## config.mk

```make
export PLATFORM = sky130hd
export DESIGN_NAME = rgba8_alpha_over_blend_flat
export DESIGN_NICKNAME = d
export VERILOG_FILES = /design/src/rtl/rgbaob_pkg.sv /design/src/rtl/rgbaob_if.sv /design/src/rtl/rgbaob_div_stage.sv /design/src/rtl/rgba8_alpha_over_blend.sv /design/src/flat_wrapper.sv
export SDC_FILE = /design/constraint.sdc
export NUM_CORES = 2
export LEC_CHECK = 0
export ABC_AREA = 0
export BUFFER_PORTS_ARGS = -buffer_cell sky130_fd_sc_hd__buf_2
export CORE_UTILIZATION = 55
export CTS_BUF_LIST = sky130_fd_sc_hd__clkbuf_16
export DETAILED_ROUTE_END_ITERATION = 6
export MAX_ROUTING_LAYER = met4
export PLACE_DENSITY_LB_ADDON = 0.25
export SLEW_MARGIN = 20
export SYNTH_ARGS = -nofsm -noshare
export SYNTH_HDL_FRONTEND = slang
export SYNTH_HIERARCHICAL = 1
export SYNTH_SLANG_ARGS = --single-unit
```

## constraint.sdc

```tcl
create_clock -name clk_i -period 27 [get_ports clk_i]
set_input_delay 4.05 -clock clk_i [delete_from_list [all_inputs] [get_ports clk_i]]
set_output_delay 4.05 -clock clk_i [all_outputs]
set_load 0.01 [all_outputs]
```

## src/rtl/rgbaob_pkg.sv

```systemverilog
// Shared types and constants for the RGBA8 source-over blender.
`default_nettype none

package rgbaob_pkg;

  // Pixel layout: red 7:0, green 15:8, blue 23:16, alpha 31:24
  localparam int unsigned PixW   = 32;
  localparam int unsigned ChW    = 8;
  localparam int unsigned NColor = 3;
  localparam int unsigned ColorW = NColor * ChW;

  // Weighted channel sum sc*sa + dc*wd stays below 2^17
  localparam int unsigned NumW = 17;
  // Divisor aligned to the top quotient bit: oa << (ChW - 1)
  localparam int unsigned DsrW = 2 * ChW - 1;

  // Quotient bits resolved per divider stage, and number of stages
  localparam int unsigned StepsPerStage = 2;
  localparam int unsigned NDivStages    = ChW / StepsPerStage;

  localparam logic [ChW-1:0] ChMax = 8'hff;

  typedef logic [ChW-1:0] chan_t;

  // One word in flight through the divider stages
  typedef struct packed {
    logic                          valid;
    logic                          zero;
    chan_t                         oa;
    logic [DsrW-1:0]               dsr;
    logic [NColor-1:0][NumW-1:0]   rem;
    logic [NColor-1:0][ChW-1:0]    quo;
  } div_t;

endpackage

`default_nettype wire

```

## src/rtl/rgbaob_if.sv

```systemverilog
// Handshake channels for the blender: input pixel pair and blended result.
`default_nettype none

interface rgbaob_in_if;
  import rgbaob_pkg::*;

  logic            valid;
  logic            ready;
  logic            mode;
  logic [PixW-1:0] dest_pixel;
  logic [PixW-1:0] src_pixel;
  logic [ChW-1:0]  explicit_alpha;

  modport source (
    output valid, mode, dest_pixel, src_pixel, explicit_alpha,
    input  ready
  );
  modport sink (
    input  valid, mode, dest_pixel, src_pixel, explicit_alpha,
    output ready
  );
endinterface

interface rgbaob_out_if;
  import rgbaob_pkg::*;

  logic            valid;
  logic            ready;
  logic [PixW-1:0] blended_pixel;

  modport source (
    output valid, blended_pixel,
    input  ready
  );
  modport sink (
    input  valid, blended_pixel,
    output ready
  );
endinterface

`default_nettype wire

```

## src/rtl/rgbaob_div_stage.sv

```systemverilog
// One divider stage: resolves two quotient bits of each color channel.
`default_nettype none

module rgbaob_div_stage (
  input  wire logic               clk_i,
  input  wire logic               rst_ni,
  input  wire logic               en_i,
  input  wire rgbaob_pkg::div_t   div_i,
  output rgbaob_pkg::div_t        div_o
);
  import rgbaob_pkg::*;

  div_t             div_d;
  div_t             div_q;
  logic             vld_q;
  logic [DsrW-1:0]  dsr;
  logic [NColor-1:0][NumW-1:0] rem;
  logic [NColor-1:0][ChW-1:0]  quo;

  // Restoring division steps; divisor shifts down one bit per step
  always_comb begin
    dsr = div_i.dsr;
    rem = div_i.rem;
    quo = div_i.quo;
    for (int s = 0; s < int'(StepsPerStage); s++) begin
      for (int c = 0; c < int'(NColor); c++) begin
        if (NumW'(dsr) <= rem[c]) begin
          rem[c] = rem[c] - NumW'(dsr);
          quo[c] = {quo[c][ChW-2:0], 1'b1};
        end else begin
          quo[c] = {quo[c][ChW-2:0], 1'b0};
        end
      end
      dsr = dsr >> 1;
    end
    div_d       = div_i;
    div_d.dsr   = dsr;
    div_d.rem   = rem;
    div_d.quo   = quo;
  end

  // Valid bit travels with the word
  always_ff @(posedge clk_i or negedge rst_ni) begin
    if (!rst_ni) begin
      vld_q <= 1'b0;
    end else if (en_i) begin
      vld_q <= div_i.valid;
    end
  end

  // Hold payload while stalled
  always_ff @(posedge clk_i) begin
    if (en_i) begin
      div_q <= div_d;
    end
  end

  always_comb begin
    div_o       = div_q;
    div_o.valid = vld_q;
  end

endmodule

`default_nettype wire

```

## src/rtl/rgba8_alpha_over_blend.sv

```systemverilog
// Top level: pipelined source-over compositing of straight-alpha RGBA8 pixels.
//
//   Port    Dir  Fields                                          Word accepted when
//   pix_i   in   mode, dest_pixel, src_pixel, explicit_alpha     pix_i.valid & pix_i.ready
//   pix_o   out  blended_pixel                                   pix_o.valid & pix_o.ready
//
// One pixel per clock over six register stages: weight multiply, channel sums, then
// four divider stages of two quotient bits each; the last divider stage is the output.
// An accepted word passes stages 1 and 2 and each divider stage before pix_o offers it.
// Reset clears only the valid bits; the pipeline is empty afterwards.
// A stall at pix_o freezes every stage at once; pix_i.ready drops only while the
// output holds a word that is not taken, so no word is lost or repeated.
`default_nettype none

module rgba8_alpha_over_blend (
  input  wire logic   clk_i,
  input  wire logic   rst_ni,
  rgbaob_in_if.sink   pix_i,
  rgbaob_out_if.source pix_o
);
  import rgbaob_pkg::*;

  logic ce;

  // Stage 1: source alpha and weighted destination alpha
  chan_t            sa_d;
  logic [2*ChW-1:0] wd_prod;
  logic             s1_vld_q;
  chan_t            s1_sa_q;
  chan_t            s1_wd_q;
  logic [ColorW-1:0] s1_src_q;
  logic [ColorW-1:0] s1_dst_q;

  // Stage 2: output alpha and weighted channel sums
  chan_t            oa;
  div_t             s2_d;
  div_t             s2_q;
  logic             s2_vld_q;

  div_t             stg [NDivStages+1];

  // Advance all stages unless the output word is stalled
  assign ce          = !stg[NDivStages].valid || pix_o.ready;
  assign pix_i.ready = ce;

  assign sa_d    = pix_i.mode ? pix_i.explicit_alpha : pix_i.src_pixel[PixW-1 -: ChW];
  assign wd_prod = (2*ChW)'(pix_i.dest_pixel[PixW-1 -: ChW]) * (2*ChW)'(ChMax - sa_d);

  always_ff @(posedge clk_i or negedge rst_ni) begin
    if (!rst_ni) begin
      s1_vld_q <= 1'b0;
      s2_vld_q <= 1'b0;
    end else if (ce) begin
      s1_vld_q <= pix_i.valid;
      s2_vld_q <= s1_vld_q;
    end
  end

  always_ff @(posedge clk_i) begin
    if (ce) begin
      s1_sa_q  <= sa_d;
      s1_wd_q  <= wd_prod[2*ChW-1 -: ChW];
      s1_src_q <= pix_i.src_pixel[ColorW-1:0];
      s1_dst_q <= pix_i.dest_pixel[ColorW-1:0];
      s2_q     <= s2_d;
    end
  end

  // Output alpha never exceeds 255; sums feed the divider
  assign oa = s1_sa_q + s1_wd_q;

  always_comb begin
    s2_d       = '0;
    s2_d.valid = s1_vld_q;
    s2_d.zero  = (oa == '0);
    s2_d.oa    = oa;
    s2_d.dsr   = {oa, {(ChW-1){1'b0}}};
    for (int c = 0; c < int'(NColor); c++) begin
      s2_d.rem[c] =
        NumW'((2*ChW)'(s1_src_q[c*ChW +: ChW]) * (2*ChW)'(s1_sa_q)) +
        NumW'((2*ChW)'(s1_dst_q[c*ChW +: ChW]) * (2*ChW)'(s1_wd_q));
    end
  end

  always_comb begin
    stg[0]       = s2_q;
    stg[0].valid = s2_vld_q;
  end

  // Divider stages
  for (genvar g = 0; g < int'(NDivStages); g++) begin : g_div
    rgbaob_div_stage u_div (
      .clk_i  (clk_i),
      .rst_ni (rst_ni),
      .en_i   (ce),
      .div_i  (stg[g]),
      .div_o  (stg[g+1])
    );
  end

  // Drive the result; zero alpha gives an all-zero pixel
  assign pix_o.valid         = stg[NDivStages].valid;
  assign pix_o.blended_pixel = stg[NDivStages].zero ? '0 :
                               {stg[NDivStages].oa, stg[NDivStages].quo[2],
                                stg[NDivStages].quo[1], stg[NDivStages].quo[0]};

endmodule

`default_nettype wire

```

## src/flat_wrapper.sv

```systemverilog
// flat-port wrapper written by rule: the top's interface ports become plain ports
module rgba8_alpha_over_blend_flat import rgbaob_pkg::*;
  (clk_i, rst_ni, pix_i_valid, pix_i_mode, pix_i_dest_pixel, pix_i_src_pixel, pix_i_explicit_alpha, pix_i_ready, pix_o_valid, pix_o_blended_pixel, pix_o_ready);
  rgbaob_in_if pix_i_i ();
  rgbaob_out_if pix_o_i ();
  input  wire logic clk_i;
  input  wire logic rst_ni;
  input wire logic [$bits(pix_i_i.valid)-1:0] pix_i_valid;
  input wire logic [$bits(pix_i_i.mode)-1:0] pix_i_mode;
  input wire logic [$bits(pix_i_i.dest_pixel)-1:0] pix_i_dest_pixel;
  input wire logic [$bits(pix_i_i.src_pixel)-1:0] pix_i_src_pixel;
  input wire logic [$bits(pix_i_i.explicit_alpha)-1:0] pix_i_explicit_alpha;
  output wire logic [$bits(pix_i_i.ready)-1:0] pix_i_ready;
  output wire logic [$bits(pix_o_i.valid)-1:0] pix_o_valid;
  output wire logic [$bits(pix_o_i.blended_pixel)-1:0] pix_o_blended_pixel;
  input wire logic [$bits(pix_o_i.ready)-1:0] pix_o_ready;
  assign pix_i_i.valid = pix_i_valid;
  assign pix_i_i.mode = pix_i_mode;
  assign pix_i_i.dest_pixel = pix_i_dest_pixel;
  assign pix_i_i.src_pixel = pix_i_src_pixel;
  assign pix_i_i.explicit_alpha = pix_i_explicit_alpha;
  assign pix_i_ready = pix_i_i.ready;
  assign pix_o_valid = pix_o_i.valid;
  assign pix_o_blended_pixel = pix_o_i.blended_pixel;
  assign pix_o_i.ready = pix_o_ready;
  rgba8_alpha_over_blend u_core (.clk_i(clk_i), .rst_ni(rst_ni), .pix_i(pix_i_i), .pix_o(pix_o_i));
endmodule
```

==> summary.md <==
| Metric | Value |
|---|---|
| Max cap viols | 0 |
| Clock slew at reported path FFs | 0.06 ns |
| Hold Path End | u_core/g_div[1].u_div/div_o[91]$_DFFE_PP_ |
| Vias | 35900 |
| Die area | 90000 um2 |
| Pin count of the biggest net entering global routing | 154 |
| Slew margin rel. | 0.252 |
| Outcome | complete, no violations |
| Drt wl/cell | 18.4 um |
| Post-Syn Area per Cell | 9.75 um2 |
| GPL Wtd Cong | 0.939 |
| Area growth from synthesis to layout | 7.34% |
| Worst skew pair latency | 0.66 ns |
| Width of the die | 300 um |
| Worst R2R Setup Slack | 20.14 ns |
| Fmax | 110 MHz |
| Worst Path Arrival | 5.05 ns |
| IO Port Bufs | 110 |
| DRT antenna net count | 0 |
| Cells on worst reg2reg path | 20 |
| Ys Warns | 6 |
| Post-DP Area | 50700 um2 |
| Cells after synthesis | 5010 |
| Non-Filler Instances | 6318 |
| Pre-antenna DRT Iters | 5 |
| IO Pins | 111 |
| Hold WC Path Type | register to register |
| CTS tree | yes |
| Hold Vio Cnt, Final | 0 |
| Crit path max fanout | 58 |
| GR Overflow Total | 0 |
| Vias/cell | 5.69 |
| Initial DRC Count | 2275 |
| Hold_buf cts | 0 |
| DP Cell Count | 6225 |
| Fraction of layout cells with a size suffix above 1 | 0.100 |
| Number of global-route vias before repair | 36000 |
| Final Max Tran Viols | 0 |
| Initial core utilization | 0.559 |
| Critical Path Start Type | primary input |
| Synth Cell Area | 48900 um2 |
| Crit-path most repeated cell | buf_2 |
| Setup Viol. Count Final | 0 |
| Slowest cell delay on critical path | 0.64 ns |
| RSZ-0062 raised after global routing | false |
| Root Buffer Master | clkbuf_16 |
| Critical R2R Launch | u_core/s2_q[92]$_DFFE_PP_ |
| CP Cell Sequence | buf_2 > nand2b_4 > buf_2 |
| Critical path's slowest cell | nand2b_4 |
| Total GRT Usage | 0.270 |
| Worst Hold Launch | u_core/g_div[0].u_div/div_o[91]$_DFFE_PP_ |
| Min-Delay Path Depth | 0 |
| First-pass GRT wire length | 188 mm |
| HPWL after DPL | 92.7 mm |
| R2R Path End | u_core/g_div[0].u_div/div_o[55]$_DFFE_PP_ |
| Initial antenna violation count | 1 |
| Nets@finish | 6134 |
| Clock Tree Buf Depth | 3 |
| H-Tree Level Count | 2 |
| Layout fillers | 7463 |
| Worst-margin pin slew | 1.12 ns |
| FP Rows | 108 |
| Die Height | 300 um |
| Design area | 52500 um2 |
| Final cycle utilization of the critical path | 0.337 |
| Setup CP Type | primary input to output pin |
| Setup TNS | 0 ns |
| CTS buffer count | 51 |
| Post-cts resize count | 0 |
| DR DRC count | 0 |
| Clock skew | 0.0560 ns |
| Final min period | 9.10 ns |
| # clock sinks | 418 |
| WP data required | 22.95 ns |
| Total Wirelength | 116 mm |
| Core area | 87400 um2 |
| Endpoint type of the worst setup path | output pin |
| Setup Fix Bufs, Post-CTS | 0 |
worst max-delay path: cells and delay by family:
| kind | cells | cell delay [ns] |
|---|---|---|
| simple gates | 1 | 0.64 |
| buf+inv | 2 | 0.35 |
flip-flops by register name, indices dropped and copies added, names as in the netlist:
register / count
u_core/s1_dst_q: 24
u_core/s1_src_q: 24
u_core/s2_q: 60
u_core/s2_vld_q: 1
u_core/s1_sa_q: 8
u_core/s1_vld_q: 1
u_core/g_div.u_div/div_o: 288
u_core/s1_wd_q: 8
u_core/g_div.u_div/vld_q: 4
layer usage:
layer  vias up  GRT usage  wire length (um)
li1      17700          -                 -
met1     17200      0.322             49400
met2       796      0.464             57100
met3       245     0.0240              4210
met4         0      0.121              5740
met5         -          -                 0
per-stage QoR:
stage               hold WS, ns   util  setup WS (ns)
floorplan                 0.400      -           8.86
global placement          0.401  0.579          17.88
detailed placement        0.405  0.579          17.77
CTS                       0.418  0.600          17.85
global route              0.421  0.600          17.78
finish                    0.415  0.600          17.90
how the worst max path moves through the flow:
stage	to	cells past startpoint	slack, ns	start
after CTS	pix_i_ready	3	17.85	pix_o_ready
after global placement	pix_i_ready	3	17.88	pix_o_ready
after global routing	pix_i_ready	3	17.78	pix_o_ready
final	pix_i_ready	3	17.90	pix_o_ready
after floorplan	pix_i_ready	1	8.86	pix_o_ready
after detailed placement	u_core/s1_wd_q[5]$_DFFE_PP_	17	17.77	pix_i_mode
placed cells by master, fill, tap and decap left out, drive strengths merged, types with 16 or more instances in the layout:
| master | count |
|---|---|
| mux2i | 41 |
| o21a | 62 |
| a21boi | 23 |
| o211ai | 25 |
| o31ai | 24 |
| a21o | 87 |
| nand2 | 414 |
| o21bai | 48 |
| nand2b | 36 |
| xor2 | 91 |
| o31a | 16 |
| ha | 584 |
| a31oi | 35 |
| o41ai | 17 |
| buf | 139 |
| nor4 | 29 |
| or3 | 29 |
| and3 | 24 |
| o21ai | 203 |
| nand4 | 54 |
| and2 | 293 |
| conb | 23 |
| or2 | 32 |
| clkinv | 17 |
| edfxtp | 412 |
| nor2 | 277 |
| inv | 648 |
| nand3 | 47 |
| mux2 | 207 |
| clkbuf | 51 |
| nor3 | 63 |
| a21oi | 296 |
| nor2b | 71 |
| a211oi | 38 |
| xnor2 | 193 |
| fa | 349 |
final cells by class:
type | count | area [um2] | area share
diodes | 1 | 2.50 | 0.0000477
clock buffers | 51 | 1280 | 0.0243
clock inverters | 40 | 485 | 0.00926
inverters | 635 | 2380 | 0.0454
multi-input cells | 3879 | 33500 | 0.639
flip-flops and latches | 418 | 12500 | 0.239
well taps | 1155 | 1450 | 0.0276
repair buffers | 139 | 801 | 0.0153
Power is left out: the tool's default activity adds up to more than one toggle a clock period on the data nets, which glitch-free logic cannot reach.
